### src/sv/buffer_level_drift_loop_filter_core_defines.svh
// ---------------------------------------------------------------------------
// Buffer level drift loop filter: assertion macros
// Shared property shorthands; they expect clk and rst in scope.
// ---------------------------------------------------------------------------
`ifndef BUFFER_LEVEL_DRIFT_LOOP_FILTER_CORE_DEFINES_SVH
`define BUFFER_LEVEL_DRIFT_LOOP_FILTER_CORE_DEFINES_SVH

// cons must hold in the same cycle as ante
`define BLFL_ASSERT_HOLDS(label, ante, cons, msg) \
  label: assert property (@(posedge clk) disable iff (rst) (ante) |-> (cons)) \
    else $error(msg);

// cons must hold in the cycle after ante
`define BLFL_ASSERT_NEXT(label, ante, cons, msg) \
  label: assert property (@(posedge clk) disable iff (rst) (ante) |=> (cons)) \
    else $error(msg);

`endif

### src/sv/blfl_pkg.sv
// ---------------------------------------------------------------------------
// Buffer level drift loop filter: package
// Field widths, register map, datapath operations and control structs.
// ---------------------------------------------------------------------------
package blfl_pkg;

  // fixed field widths
  localparam int CFG_INDEX_W = 3;
  localparam int CFG_DATA_W  = 32;
  localparam int GAIN_W      = 32;
  localparam int TARGET_W    = 15;
  localparam int DRIFT_LIM_W = 31;
  localparam int Q30_W       = 32;
  localparam int CORR_W      = 31;

  // faststart arithmetic
  localparam int STEP_W     = 16;
  localparam int DEN_W      = 17;
  localparam int NUM_W      = 36;
  localparam int SCALE_W    = 32;
  localparam int RATIO_FRAC = 16;
  localparam int DIV_STEPS  = NUM_W;
  localparam int DIV_CNT_W  = 6;
  localparam logic [DEN_W-1:0] BOOST_DIV = 17'd10;

  // register map
  typedef enum logic [CFG_INDEX_W-1:0] {
    CFG_TARGET_LEVEL     = 3'd0,
    CFG_GAIN_PROP        = 3'd1,
    CFG_GAIN_INTEGRAL    = 3'd2,
    CFG_GAIN_FIRST_POLE  = 3'd3,
    CFG_GAIN_SECOND_POLE = 3'd4,
    CFG_MAX_DRIFT        = 3'd5,
    CFG_INITIAL_DRIFT    = 3'd6,
    CFG_FASTSTART_RATIO  = 3'd7
  } cfg_reg_t;

  // multiply operations, in issue order
  typedef enum logic [2:0] {
    OP_SCALE_P,
    OP_SCALE_1,
    OP_SCALE_2,
    OP_INTEG,
    OP_PROP,
    OP_POLE1,
    OP_POLE2
  } op_t;

  typedef struct packed {
    logic capture;
    logic start;
    logic div_step;
    logic mul_setup;
    logic mul_lo;
    logic mul_hi;
    logic mul_acc;
    logic apply;
    op_t  op;
    logic load_out;
  } dp_cmd_t;

  typedef struct packed {
    logic boost_go;
    logic boost_on;
  } dp_stat_t;

endpackage

### src/sv/blfl_if.sv
// ---------------------------------------------------------------------------
// Buffer level drift loop filter: channel interfaces
// Valid/ready channels for configuration writes, fill levels and results.
// ---------------------------------------------------------------------------

// configuration write channel
interface blfl_cfg_if;
  import blfl_pkg::*;
  logic                   valid;
  logic                   ready;
  logic [CFG_INDEX_W-1:0] index;
  logic [CFG_DATA_W-1:0]  data;
  modport source (output valid, output index, output data, input ready);
  modport sink (input valid, input index, input data, output ready);
endinterface

// fill level input channel
interface blfl_level_if #(parameter int LEVEL_WIDTH = 16);
  logic                   valid;
  logic                   ready;
  logic [LEVEL_WIDTH-1:0] fill_level;
  modport source (output valid, output fill_level, input ready);
  modport sink (input valid, input fill_level, output ready);
endinterface

// result channel
interface blfl_result_if;
  import blfl_pkg::*;
  logic                     valid;
  logic                     ready;
  logic signed [Q30_W-1:0]  drift_estimate;
  logic signed [CORR_W-1:0] rate_correction;
  logic                     faststart_active;
  modport source (output valid, output drift_estimate, output rate_correction,
                  output faststart_active, input ready);
  modport sink (input valid, input drift_estimate, input rate_correction,
                input faststart_active, output ready);
endinterface

### src/sv/blfl_ctrl.sv
// ---------------------------------------------------------------------------
// Buffer level drift loop filter: controller
// Sequences one tick: prime/decide, optional divide, multiply ops, output.
// ---------------------------------------------------------------------------
module blfl_ctrl (
  input  logic              clk,
  input  logic              rst,
  input  logic              in_valid,
  output logic              in_ready,
  output logic              out_valid,
  input  logic              out_ready,
  output blfl_pkg::dp_cmd_t cmd,
  input  blfl_pkg::dp_stat_t stat
);
  import blfl_pkg::*;

  typedef enum logic [3:0] {
    S_IDLE,
    S_PRIME,
    S_DIV,
    S_SETUP,
    S_LO,
    S_HI,
    S_ACC,
    S_APPLY,
    S_DONE
  } state_t;

  state_t               state;
  op_t                  op;
  op_t                  op_next;
  logic [DIV_CNT_W-1:0] div_cnt;
  logic                 out_free;

  assign out_free = !out_valid || out_ready;
  assign in_ready = (state == S_IDLE);

  // following operation
  always_comb begin
    unique case (op)
      OP_SCALE_P: op_next = OP_SCALE_1;
      OP_SCALE_1: op_next = OP_SCALE_2;
      OP_SCALE_2: op_next = OP_INTEG;
      OP_INTEG:   op_next = OP_PROP;
      OP_PROP:    op_next = OP_POLE1;
      OP_POLE1:   op_next = OP_POLE2;
      OP_POLE2:   op_next = OP_POLE2;
      default:    op_next = OP_INTEG;
    endcase
  end

  // command decode
  always_comb begin
    cmd           = '0;
    cmd.capture   = (state == S_IDLE) && in_valid;
    cmd.start     = (state == S_PRIME);
    cmd.div_step  = (state == S_DIV);
    cmd.mul_setup = (state == S_SETUP);
    cmd.mul_lo    = (state == S_LO);
    cmd.mul_hi    = (state == S_HI);
    cmd.mul_acc   = (state == S_ACC);
    cmd.apply     = (state == S_APPLY);
    cmd.op        = op;
    cmd.load_out  = (state == S_DONE) && out_free;
  end

  // state and result valid
  always_ff @(posedge clk) begin
    if (rst) begin
      state     <= S_IDLE;
      op        <= OP_INTEG;
      div_cnt   <= '0;
      out_valid <= 1'b0;
    end else begin
      // a result leaving while the next one loads keeps valid high
      if (out_valid && out_ready && (state != S_DONE)) begin
        out_valid <= 1'b0;
      end
      unique case (state)
        S_IDLE: begin
          if (in_valid) begin
            state <= S_PRIME;
          end
        end
        S_PRIME: begin
          if (stat.boost_go) begin
            state   <= S_DIV;
            div_cnt <= DIV_CNT_W'(DIV_STEPS - 1);
            op      <= OP_SCALE_P;
          end else begin
            state <= S_SETUP;
            op    <= OP_INTEG;
          end
        end
        S_DIV: begin
          if (div_cnt == '0) begin
            state <= S_SETUP;
          end else begin
            div_cnt <= div_cnt - 1'b1;
          end
        end
        S_SETUP: state <= S_LO;
        S_LO:    state <= S_HI;
        S_HI:    state <= S_ACC;
        S_ACC:   state <= S_APPLY;
        S_APPLY: begin
          if (op == OP_POLE2) begin
            state <= S_DONE;
          end else begin
            state <= S_SETUP;
            op    <= op_next;
          end
        end
        S_DONE: begin
          if (out_free) begin
            out_valid <= 1'b1;
            state     <= S_IDLE;
          end
        end
        default: state <= S_IDLE;
      endcase
    end
  end

endmodule

### src/sv/blfl_datapath.sv
// ---------------------------------------------------------------------------
// Buffer level drift loop filter: datapath
// Config registers, loop state, radix-2 divider and a split multiplier.
// ---------------------------------------------------------------------------
module blfl_datapath #(
  parameter int VALUE_WIDTH = 32,
  parameter int LEVEL_WIDTH = 16
) (
  input  logic                                   clk,
  input  logic                                   rst,
  input  logic                                   cfg_we,
  input  blfl_pkg::cfg_reg_t                     cfg_index,
  input  logic [blfl_pkg::CFG_DATA_W-1:0]        cfg_data,
  input  logic [LEVEL_WIDTH-1:0]                 fill_level,
  input  blfl_pkg::dp_cmd_t                      cmd,
  output blfl_pkg::dp_stat_t                     stat,
  output logic signed [blfl_pkg::Q30_W-1:0]      drift_estimate,
  output logic signed [blfl_pkg::CORR_W-1:0]     rate_correction,
  output logic                                   faststart_active
);
  import blfl_pkg::*;

  localparam int VW   = VALUE_WIDTH;
  localparam int FRAC = VW - 2;
  localparam int DW   = ((TARGET_W > LEVEL_WIDTH) ? TARGET_W : LEVEL_WIDTH) + 1;
  localparam int AW0  = (VW > SCALE_W + 1) ? VW : SCALE_W + 1;
  localparam int AW   = (AW0 > DW) ? AW0 : DW;
  localparam int HW   = GAIN_W / 2;
  localparam int PPW  = AW + HW + 1;
  localparam int PW   = AW + GAIN_W;
  localparam int XW   = VW + Q30_W;
  // Q2.30 <-> Q2.F alignment
  localparam int IN_L = (VW >= Q30_W) ? VW - Q30_W : 0;
  localparam int IN_R = (VW < Q30_W) ? Q30_W - VW : 0;
  // Q.32 product -> Q2.F alignment
  localparam int QX   = 16;
  localparam int EW   = PW + QX;
  localparam int QL   = (FRAC > GAIN_W) ? FRAC - GAIN_W : 0;
  localparam int QR   = (FRAC <= GAIN_W) ? GAIN_W - FRAC : 0;
  localparam int SC_HI = RATIO_FRAC + GAIN_W;

  localparam logic signed [VW-1:0] VMAX = {1'b0, {(VW-1){1'b1}}};
  localparam logic signed [VW-1:0] VMIN = {1'b1, {(VW-1){1'b0}}};
  localparam logic signed [VW-1:0] HALF = {3'b001, {(VW-3){1'b0}}};

  // saturate a wide value to the value range
  function automatic logic signed [VW-1:0] sat_wide(input logic signed [EW-1:0] x);
    logic all_ones;
    logic all_zeros;
    all_ones  = &x[EW-1:VW-1];
    all_zeros = ~|x[EW-1:VW-1];
    if (all_ones || all_zeros) begin
      sat_wide = x[VW-1:0];
    end else if (x[EW-1]) begin
      sat_wide = VMIN;
    end else begin
      sat_wide = VMAX;
    end
  endfunction

  // saturating a + b or a - b
  function automatic logic signed [VW-1:0] sat_sum(input logic signed [VW-1:0] a,
                                                   input logic signed [VW-1:0] b,
                                                   input logic              sub);
    logic signed [VW:0] s;
    if (sub) begin
      s = {a[VW-1], a} - {b[VW-1], b};
    end else begin
      s = {a[VW-1], a} + {b[VW-1], b};
    end
    if (s[VW] != s[VW-1]) begin
      sat_sum = s[VW] ? VMIN : VMAX;
    end else begin
      sat_sum = s[VW-1:0];
    end
  endfunction

  // symmetric clamp to +-lim, lim >= 0
  function automatic logic signed [VW-1:0] clamp_lim(input logic signed [VW-1:0] v,
                                                     input logic signed [VW-1:0] lim);
    if (v > lim) begin
      clamp_lim = lim;
    end else if (v < -lim) begin
      clamp_lim = -lim;
    end else begin
      clamp_lim = v;
    end
  endfunction

  // configuration registers
  logic [TARGET_W-1:0]           target_level;
  logic [GAIN_W-1:0]             gain_prop;
  logic [GAIN_W-1:0]             gain_integral;
  logic [GAIN_W-1:0]             gain_first_pole;
  logic [GAIN_W-1:0]             gain_second_pole;
  logic [DRIFT_LIM_W-1:0]        max_drift;
  logic signed [Q30_W-1:0]       initial_drift;
  logic [SCALE_W-1:0]            faststart_ratio;

  // loop state
  logic signed [VW-1:0]          drift_value;
  logic signed [VW-1:0]          first_stage;
  logic signed [VW-1:0]          second_stage;
  logic                          boost_on;
  logic [STEP_W-1:0]             boost_steps;
  logic                          primed;

  // working registers
  logic [LEVEL_WIDTH-1:0]        fill_r;
  logic [GAIN_W-1:0]             gp_r;
  logic [GAIN_W-1:0]             g1_r;
  logic [GAIN_W-1:0]             g2_r;
  logic [DEN_W-1:0]              den_r;
  logic [DEN_W-1:0]              rem;
  logic [NUM_W-1:0]              quo;
  logic signed [AW-1:0]          a_r;
  logic [GAIN_W-1:0]             b_r;
  logic signed [PPW-1:0]         pp;
  logic signed [PW-1:0]          acc;
  logic signed [VW-1:0]          t_r;

  // combinational terms
  logic signed [DW-1:0]          diff;
  logic [NUM_W-1:0]              num;
  logic [DEN_W-1:0]              den;
  logic                          boost_cond;
  logic [DEN_W:0]                trial;
  logic                          trial_ge;
  logic signed [XW-1:0]          init_x;
  logic [XW-1:0]                 md_x;
  logic signed [VW-1:0]          init_v;
  logic signed [VW-1:0]          md_v;
  logic signed [EW-1:0]          e_x;
  logic signed [VW-1:0]          qv;
  logic signed [VW-1:0]          mg;
  logic [GAIN_W-1:0]             sc_v;
  logic signed [HW:0]            b_half;
  logic signed [VW-1:0]          corr_v;
  logic signed [XW-1:0]          drift_x;
  logic signed [XW-1:0]          corr_x;

  // error, faststart ratio terms and alignment
  always_comb begin
    diff       = $signed(DW'(target_level)) - $signed(DW'(fill_r));
    num        = NUM_W'({faststart_ratio, 3'b000}) + NUM_W'({faststart_ratio, 1'b0});
    den        = BOOST_DIV + DEN_W'(boost_steps);
    boost_cond = num > NUM_W'({den, {RATIO_FRAC{1'b0}}});
    trial      = {rem, quo[NUM_W-1]};
    trial_ge   = trial >= {1'b0, den_r};
    init_x     = $signed({{VW{initial_drift[Q30_W-1]}}, initial_drift}) <<< IN_L >>> IN_R;
    md_x       = {{(VW+1){1'b0}}, max_drift} << IN_L >> IN_R;
    init_v     = init_x[VW-1:0];
    md_v       = md_x[VW-1:0];
    e_x        = $signed({{QX{acc[PW-1]}}, acc}) <<< QL >>> QR;
    qv         = sat_wide(e_x);
    mg         = acc[VW+GAIN_W-1:GAIN_W];
    sc_v       = (|acc[PW-1:SC_HI]) ? {GAIN_W{1'b1}} : acc[SC_HI-1:RATIO_FRAC];
    b_half     = cmd.mul_hi ? $signed({1'b0, b_r[GAIN_W-1:HW]})
                            : $signed({1'b0, b_r[HW-1:0]});
    corr_v     = clamp_lim(second_stage, HALF);
    drift_x    = $signed({{Q30_W{drift_value[VW-1]}}, drift_value}) <<< IN_R >>> IN_L;
    corr_x     = $signed({{Q30_W{corr_v[VW-1]}}, corr_v}) <<< IN_R >>> IN_L;
  end

  assign stat.boost_go = boost_on && boost_cond;
  assign stat.boost_on = boost_on;

  // control state: config registers and loop state
  always_ff @(posedge clk) begin
    if (rst) begin
      target_level     <= 15'd256;
      gain_prop        <= 32'd42949673;
      gain_integral    <= 32'd4294967;
      gain_first_pole  <= 32'd429496730;
      gain_second_pole <= 32'd715827883;
      max_drift        <= 31'd1073742;
      initial_drift    <= '0;
      faststart_ratio  <= 32'd65536;
      drift_value      <= '0;
      first_stage      <= '0;
      second_stage     <= '0;
      boost_on         <= 1'b1;
      boost_steps      <= '0;
      primed           <= 1'b0;
    end else begin
      if (cfg_we) begin
        unique case (cfg_index)
          CFG_TARGET_LEVEL:     target_level     <= cfg_data[TARGET_W-1:0];
          CFG_GAIN_PROP:        gain_prop        <= cfg_data;
          CFG_GAIN_INTEGRAL:    gain_integral    <= cfg_data;
          CFG_GAIN_FIRST_POLE:  gain_first_pole  <= cfg_data;
          CFG_GAIN_SECOND_POLE: gain_second_pole <= cfg_data;
          CFG_MAX_DRIFT:        max_drift        <= cfg_data[DRIFT_LIM_W-1:0];
          CFG_INITIAL_DRIFT:    initial_drift    <= cfg_data;
          CFG_FASTSTART_RATIO:  faststart_ratio  <= cfg_data;
        endcase
      end

      // first tick priming and faststart decision
      if (cmd.start) begin
        if (!primed) begin
          drift_value <= clamp_lim(init_v, md_v);
          primed      <= 1'b1;
        end
        if (boost_on) begin
          if (boost_cond) begin
            if (boost_steps != {STEP_W{1'b1}}) begin
              boost_steps <= boost_steps + 1'b1;
            end
          end else begin
            boost_on <= 1'b0;
          end
        end
      end

      // loop updates from the multiplier result
      if (cmd.apply) begin
        case (cmd.op)
          OP_INTEG: drift_value  <= clamp_lim(sat_sum(drift_value, qv, 1'b0), md_v);
          OP_POLE1: first_stage  <= sat_sum(first_stage, mg, 1'b0);
          OP_POLE2: second_stage <= sat_sum(second_stage, mg, 1'b0);
          default: ;
        endcase
      end
    end
  end

  // payload registers: gains, divider, multiplier, outputs
  always_ff @(posedge clk) begin
    if (cmd.capture) begin
      fill_r <= fill_level;
    end

    if (cmd.start) begin
      gp_r  <= gain_prop;
      g1_r  <= gain_first_pole;
      g2_r  <= gain_second_pole;
      den_r <= den;
      quo   <= num;
      rem   <= '0;
    end

    // restoring divide, one quotient bit a cycle
    if (cmd.div_step) begin
      if (trial_ge) begin
        rem <= DEN_W'(trial - {1'b0, den_r});
      end else begin
        rem <= trial[DEN_W-1:0];
      end
      quo <= {quo[NUM_W-2:0], trial_ge};
    end

    // operand select
    if (cmd.mul_setup) begin
      case (cmd.op)
        OP_SCALE_P: begin
          a_r <= AW'(quo[SCALE_W-1:0]);
          b_r <= gain_prop;
        end
        OP_SCALE_1: begin
          a_r <= AW'(quo[SCALE_W-1:0]);
          b_r <= gain_first_pole;
        end
        OP_SCALE_2: begin
          a_r <= AW'(quo[SCALE_W-1:0]);
          b_r <= gain_second_pole;
        end
        OP_INTEG: begin
          a_r <= AW'(diff);
          b_r <= gain_integral;
        end
        OP_PROP: begin
          a_r <= AW'(diff);
          b_r <= gp_r;
        end
        OP_POLE1: begin
          a_r <= AW'(sat_sum(t_r, first_stage, 1'b1));
          b_r <= g1_r;
        end
        OP_POLE2: begin
          a_r <= AW'(sat_sum(first_stage, second_stage, 1'b1));
          b_r <= g2_r;
        end
        default: ;
      endcase
    end

    // two 16-bit halves of the gain through one multiplier
    if (cmd.mul_lo || cmd.mul_hi) begin
      pp <= a_r * b_half;
    end
    if (cmd.mul_hi) begin
      acc <= PW'(pp);
    end
    if (cmd.mul_acc) begin
      acc <= acc + (PW'(pp) <<< HW);
    end

    if (cmd.apply) begin
      case (cmd.op)
        OP_SCALE_P: gp_r <= sc_v;
        OP_SCALE_1: g1_r <= sc_v;
        OP_SCALE_2: g2_r <= sc_v;
        OP_PROP:    t_r  <= sat_sum(qv, drift_value, 1'b0);
        default: ;
      endcase
    end

    if (cmd.load_out) begin
      drift_estimate   <= drift_x[Q30_W-1:0];
      rate_correction  <= corr_x[CORR_W-1:0];
      faststart_active <= boost_on;
    end
  end

endmodule

### src/sv/buffer_level_drift_loop_filter_core.sv
// ---------------------------------------------------------------------------
// Buffer level drift loop filter core
// Each fill level beat runs one PI loop update with a two-pole low-pass and
// returns one result beat: drift estimate in Q2.30, rate correction in Q1.30
// (clamped to +-0.5) and the faststart flag. A tick that applies faststart
// also runs the restoring divider that forms the faststart scale and the
// three multiplications that scale the gains. Each of the four (or seven
// with faststart) multiplications runs on a single shared multiplier that
// processes the gain in two 16-bit halves. One tick is in flight at a time;
// a new fill level beat is taken while the previous result still waits on
// the output. Configuration writes are always accepted and must only be
// issued while the core is idle.
// ---------------------------------------------------------------------------
`include "buffer_level_drift_loop_filter_core_defines.svh"

module buffer_level_drift_loop_filter_core #(
  parameter int VALUE_WIDTH = 32,
  parameter int LEVEL_WIDTH = 16
) (
  input  logic          clk,
  input  logic          rst,
  blfl_cfg_if.sink      cfg,
  blfl_level_if.sink    level,
  blfl_result_if.source result
);
  import blfl_pkg::*;

  dp_cmd_t  cmd;
  dp_stat_t stat;

  assign cfg.ready = 1'b1;

  // sequencer
  blfl_ctrl u_ctrl (
    .clk       (clk),
    .rst       (rst),
    .in_valid  (level.valid),
    .in_ready  (level.ready),
    .out_valid (result.valid),
    .out_ready (result.ready),
    .cmd       (cmd),
    .stat      (stat)
  );

  // arithmetic and state
  blfl_datapath #(
    .VALUE_WIDTH (VALUE_WIDTH),
    .LEVEL_WIDTH (LEVEL_WIDTH)
  ) u_dp (
    .clk              (clk),
    .rst              (rst),
    .cfg_we           (cfg.valid && cfg.ready),
    .cfg_index        (cfg_reg_t'(cfg.index)),
    .cfg_data         (cfg.data),
    .fill_level       (level.fill_level),
    .cmd              (cmd),
    .stat             (stat),
    .drift_estimate   (result.drift_estimate),
    .rate_correction  (result.rate_correction),
    .faststart_active (result.faststart_active)
  );

  // faststart never comes back once it has ended
  `BLFL_ASSERT_NEXT(a_boost_sticky, !stat.boost_on, !stat.boost_on, "faststart re-enabled")
  // one tick in flight
  `BLFL_ASSERT_NEXT(a_single_tick, level.valid && level.ready, !level.ready, "second beat taken")
  // correction stays inside +-0.5
  `BLFL_ASSERT_HOLDS(a_corr_bound, result.valid,
    (result.rate_correction <= 31'sd536870912) && (result.rate_correction >= -31'sd536870912),
    "rate correction out of range")

endmodule

### src/flat_wrapper.sv
// flat-port wrapper written by rule: the top's interface ports become plain ports
module buffer_level_drift_loop_filter_core_flat import blfl_pkg::*;
#(
  parameter int VALUE_WIDTH = 32,
  parameter int LEVEL_WIDTH = 16
)
  (clk, rst, cfg_valid, cfg_index, cfg_data, cfg_ready, level_valid, level_fill_level, level_ready, result_valid, result_drift_estimate, result_rate_correction, result_faststart_active, result_ready);
  blfl_cfg_if cfg_i ();
  blfl_level_if #(.LEVEL_WIDTH(LEVEL_WIDTH)) level_i ();
  blfl_result_if result_i ();
  input  logic clk;
  input  logic rst;
  input wire logic [$bits(cfg_i.valid)-1:0] cfg_valid;
  input wire logic [$bits(cfg_i.index)-1:0] cfg_index;
  input wire logic [$bits(cfg_i.data)-1:0] cfg_data;
  output wire logic [$bits(cfg_i.ready)-1:0] cfg_ready;
  input wire logic [$bits(level_i.valid)-1:0] level_valid;
  input wire logic [$bits(level_i.fill_level)-1:0] level_fill_level;
  output wire logic [$bits(level_i.ready)-1:0] level_ready;
  output wire logic [$bits(result_i.valid)-1:0] result_valid;
  output wire logic [$bits(result_i.drift_estimate)-1:0] result_drift_estimate;
  output wire logic [$bits(result_i.rate_correction)-1:0] result_rate_correction;
  output wire logic [$bits(result_i.faststart_active)-1:0] result_faststart_active;
  input wire logic [$bits(result_i.ready)-1:0] result_ready;
  assign cfg_i.valid = cfg_valid;
  assign cfg_i.index = cfg_index;
  assign cfg_i.data = cfg_data;
  assign cfg_ready = cfg_i.ready;
  assign level_i.valid = level_valid;
  assign level_i.fill_level = level_fill_level;
  assign level_ready = level_i.ready;
  assign result_valid = result_i.valid;
  assign result_drift_estimate = result_i.drift_estimate;
  assign result_rate_correction = result_i.rate_correction;
  assign result_faststart_active = result_i.faststart_active;
  assign result_i.ready = result_ready;
  buffer_level_drift_loop_filter_core #(.VALUE_WIDTH(VALUE_WIDTH), .LEVEL_WIDTH(LEVEL_WIDTH)) u_core (.clk(clk), .rst(rst), .cfg(cfg_i), .level(level_i), .result(result_i));
endmodule
### config.mk
export PLATFORM = sky130hd
export DESIGN_NAME = buffer_level_drift_loop_filter_core_flat
export DESIGN_NICKNAME = d
export VERILOG_FILES = /design/src/sv/blfl_pkg.sv /design/src/sv/blfl_if.sv /design/src/sv/blfl_ctrl.sv /design/src/sv/blfl_datapath.sv /design/src/sv/buffer_level_drift_loop_filter_core.sv /design/src/flat_wrapper.sv
export VERILOG_INCLUDE_DIRS = /design/src /design/src/sv
export SDC_FILE = /design/constraint.sdc
export NUM_CORES = 2
export LEC_CHECK = 0
export BUFFER_PORTS_ARGS = -buffer_cell sky130_fd_sc_hd__buf_4
export CORE_MARGIN = 4
export CORE_UTILIZATION = 58
export CTS_CLUSTER_DIAMETER = 120
export DETAILED_ROUTE_END_ITERATION = 8
export GPL_TIMING_DRIVEN = 0
export PLACE_DENSITY_LB_ADDON = 0.3
export SLEW_MARGIN = 25
export SYNTH_ARGS = -nofsm -noshare
export SYNTH_HDL_FRONTEND = slang
export SYNTH_HIERARCHICAL = 1
export SYNTH_SLANG_ARGS = --single-unit
export TNS_END_PERCENT = 20
### constraint.sdc
create_clock -name clk -period 17 [get_ports clk]
set_clock_uncertainty 0.15 [all_clocks]
set_input_delay 0.85 -clock clk [delete_from_list [all_inputs] [get_ports clk]]
set_output_delay 0.85 -clock clk [all_outputs]
set_load 0.02 [all_outputs]
==> impl_metrics.json <==
{
  "path_common_cell": "clkbuf_1",
  "drive_gt1_frac": 0.0542,
  "core_region_area_um2": 122000,
  "htree_num_levels": 3,
  "fill_cells": 10500,
  "setup_violations": 0,
  "hp-class": "in2reg",
  "seqCellArea_um2": 20100,
  "postCtsResizedCells": 0,
  "syn_to_final_growth_pct": 8.90,
  "grtUsageMet2": 0.602,
  "finalMaxSlewViolations": 0,
  "fmax_mhz": 83.3,
  "run_status": "completed",
  "cts_buffers": 92,
  "grt_pass1_vias": 60900,
  "drtIter0Drc": 7398,
  "rows": 128,
  "clock_sinks": 822,
  "synth_area_um2": 70900,
  "post-route-period-util": 0.706,
  "grt_max_degree": 54,
  "grt-ovfl-total": 0,
  "die_h_um": 358,
  "postSynthCellCount": 8105,
  "busiest_layer": "met2",
  "num_vias": 63800,
  "slowest_stage": "o31ai_1",
  "drv_cap": 0,
  "port_buffers": 104,
  "grt.total_usage": 0.412,
  "cts_setup_buffers": 0,
  "setup_tns_ps": 0,
  "path_clk_slew_ps": 60,
  "met3_usage": 0.111,
  "die_w_um": 358,
  "synth_fp_nets": 9214,
  "min_period_ps": 12010,
  "regToRegSetupSlack_ps": 4990,
  "slew_headroom": 0.158,
  "path_max_fanout": 10,
  "wl_per_cell_um": 26.8,
  "yosys_warnings": 6,
  "postCtsHoldBufs": 0,
  "grt_pass1_wl_um": 390000,
  "hold_ws_ps": 120,
  "nets": 9426,
  "crit_type": "reg2reg",
  "gp_congestion": 1.03,
  "start_util": 0.584,
  "syn_avg_cell_area_um2": 8.75,
  "dieArea_um2": 128000,
  "finalHoldViolCount": 0,
  "critical_path.max_stage_delay_ps": 860,
  "drc": 0,
  "num_io_pins": 123,
  "multi_input_area_um2": 46300,
  "use_met1": 0.545,
  "cp_data_arrival_time_ps": 12470,
  "antenna_found_initial": 14,
  "dr.pass1.iters": 6,
  "viasPerCell": 6.36,
  "root_buffer": "clkbuf_16",
  "cp-end-kind": "flip-flop",
  "required_ps": 17460,
  "worst_skew_pair.late_latency_ps": 750,
  "cts_tree": "built",
  "wl_um": 268000,
  "ant_nets": 0,
  "start_kind": "flip-flop",
  "grt_setup_unrepaired": "no",
  "clockBufferDepth": 3,
  "max_slew.worst_pin.slew_ps": 1250,
  "hpwl_um": 214000
}
## state kept, by name (all words and copies together), names as in the netlist, 17 cells and up
register,count
u_core/u_dp/acc,63
u_core/u_dp/pp,50
u_core/u_dp/quo,36
u_core/u_dp/a_r,33
u_core/u_dp/b_r,32
u_core/u_dp/drift_estimate,32
u_core/u_dp/drift_value,32
u_core/u_dp/faststart_ratio,32
u_core/u_dp/first_stage,32
u_core/u_dp/g1_r,32
u_core/u_dp/g2_r,32
u_core/u_dp/gain_first_pole,32
u_core/u_dp/gain_integral,32
u_core/u_dp/gain_prop,32
u_core/u_dp/gain_second_pole,32
u_core/u_dp/gp_r,32
u_core/u_dp/init_v,32
u_core/u_dp/second_stage,32
u_core/u_dp/t_r,32
u_core/u_dp/max_drift,31
u_core/u_dp/rate_correction,31
u_core/u_dp/den_r,17
u_core/u_dp/rem,17
## cells in the final DEF, fill, tap and decap left out, drive strengths merged, types with 23 or more instances in the layout
cell	count
nand2	1084
inv	814
a21oi	719
ha	541
fa	512
clkbuf	501
dfxtp	462
o21ai	418
nor2	367
edfxtp	360
nor2b	237
a21o	223
xnor2	203
nor3	176
mux2i	155
buf	150
nand3	145
and2	105
xor2	101
nand2b	75
nand4	68
mux2	67
a211oi	64
o21a	63
a31oi	62
a221oi	61
o211ai	61
o21bai	57
and3	49
nor4	36
or3	32
clkinv	32
o221ai	28
o31ai	27
a22oi	24
a21boi	24
a211o	23
o22ai	23
## worst max-delay path: cells and delay by family, from the launching register on
kind	cells	cell delay, ps
xor+xnor	1	160
flops	1	630
simple gates	12	3920
compound gates	15	4280
fa+ha+maj	3	930
buf+inv	5	1800
## worst paths after layout
path                                                    from                                          to  cells past startpoint
setup reg to reg               u_core/u_dp/acc[64]$_DFFE_PP_      u_core/u_dp/drift_value[18]$_SDFF_PP0_                     36
hold / removal                           level_fill_level[3]             u_core/u_dp/fill_r[3]$_DFFE_PP_                      1
setup / recovery               u_core/u_dp/acc[64]$_DFFE_PP_      u_core/u_dp/drift_value[18]$_SDFF_PP0_                     36
hold reg to reg   u_core/u_dp/gain_integral[29]$_SDFFE_PP0P_  u_core/u_dp/gain_integral[29]$_SDFFE_PP0P_                      2
## per-layer routing
layer | wire length (um) | vias up
met2 | 112000 | 3780
met4 | 19900 | 8
li1 | - | 28500
met1 | 104000 | 30700
met5 | 52 | -
met3 | 31900 | 800
## stage by stage
stage | cells | util | setup slack (ps) | cell area, um2
2_1_floorplan | 8105 | - | 8830 | 70900
3_3_place_gp | 9834 | 0.607 | 5300 | 73700
3_5_place_dp | 9847 | 0.609 | 5330 | 74000
4_1_cts | 10000 | 0.635 | 5320 | 77200
5_1_grt | 10000 | 0.635 | 4500 | 77200
6_report | 10000 | 0.635 | 4990 | 77200
## cell type report
type	instances	share of cell area
Antenna cell	9	0.000292
Inverter	811	0.0394
Tap cell	1625	0.0263
Timing Repair Buffer	118	0.0122
Clock buffer	124	0.0336
Multi-Input combinational cell	6063	0.600
Sequential cell	822	0.260
Clock inverter	50	0.00802
Buffer	409	0.0208
Power is not shown: default switching activity piles up to over one toggle a cycle in this logic, so the estimate is an artifact.
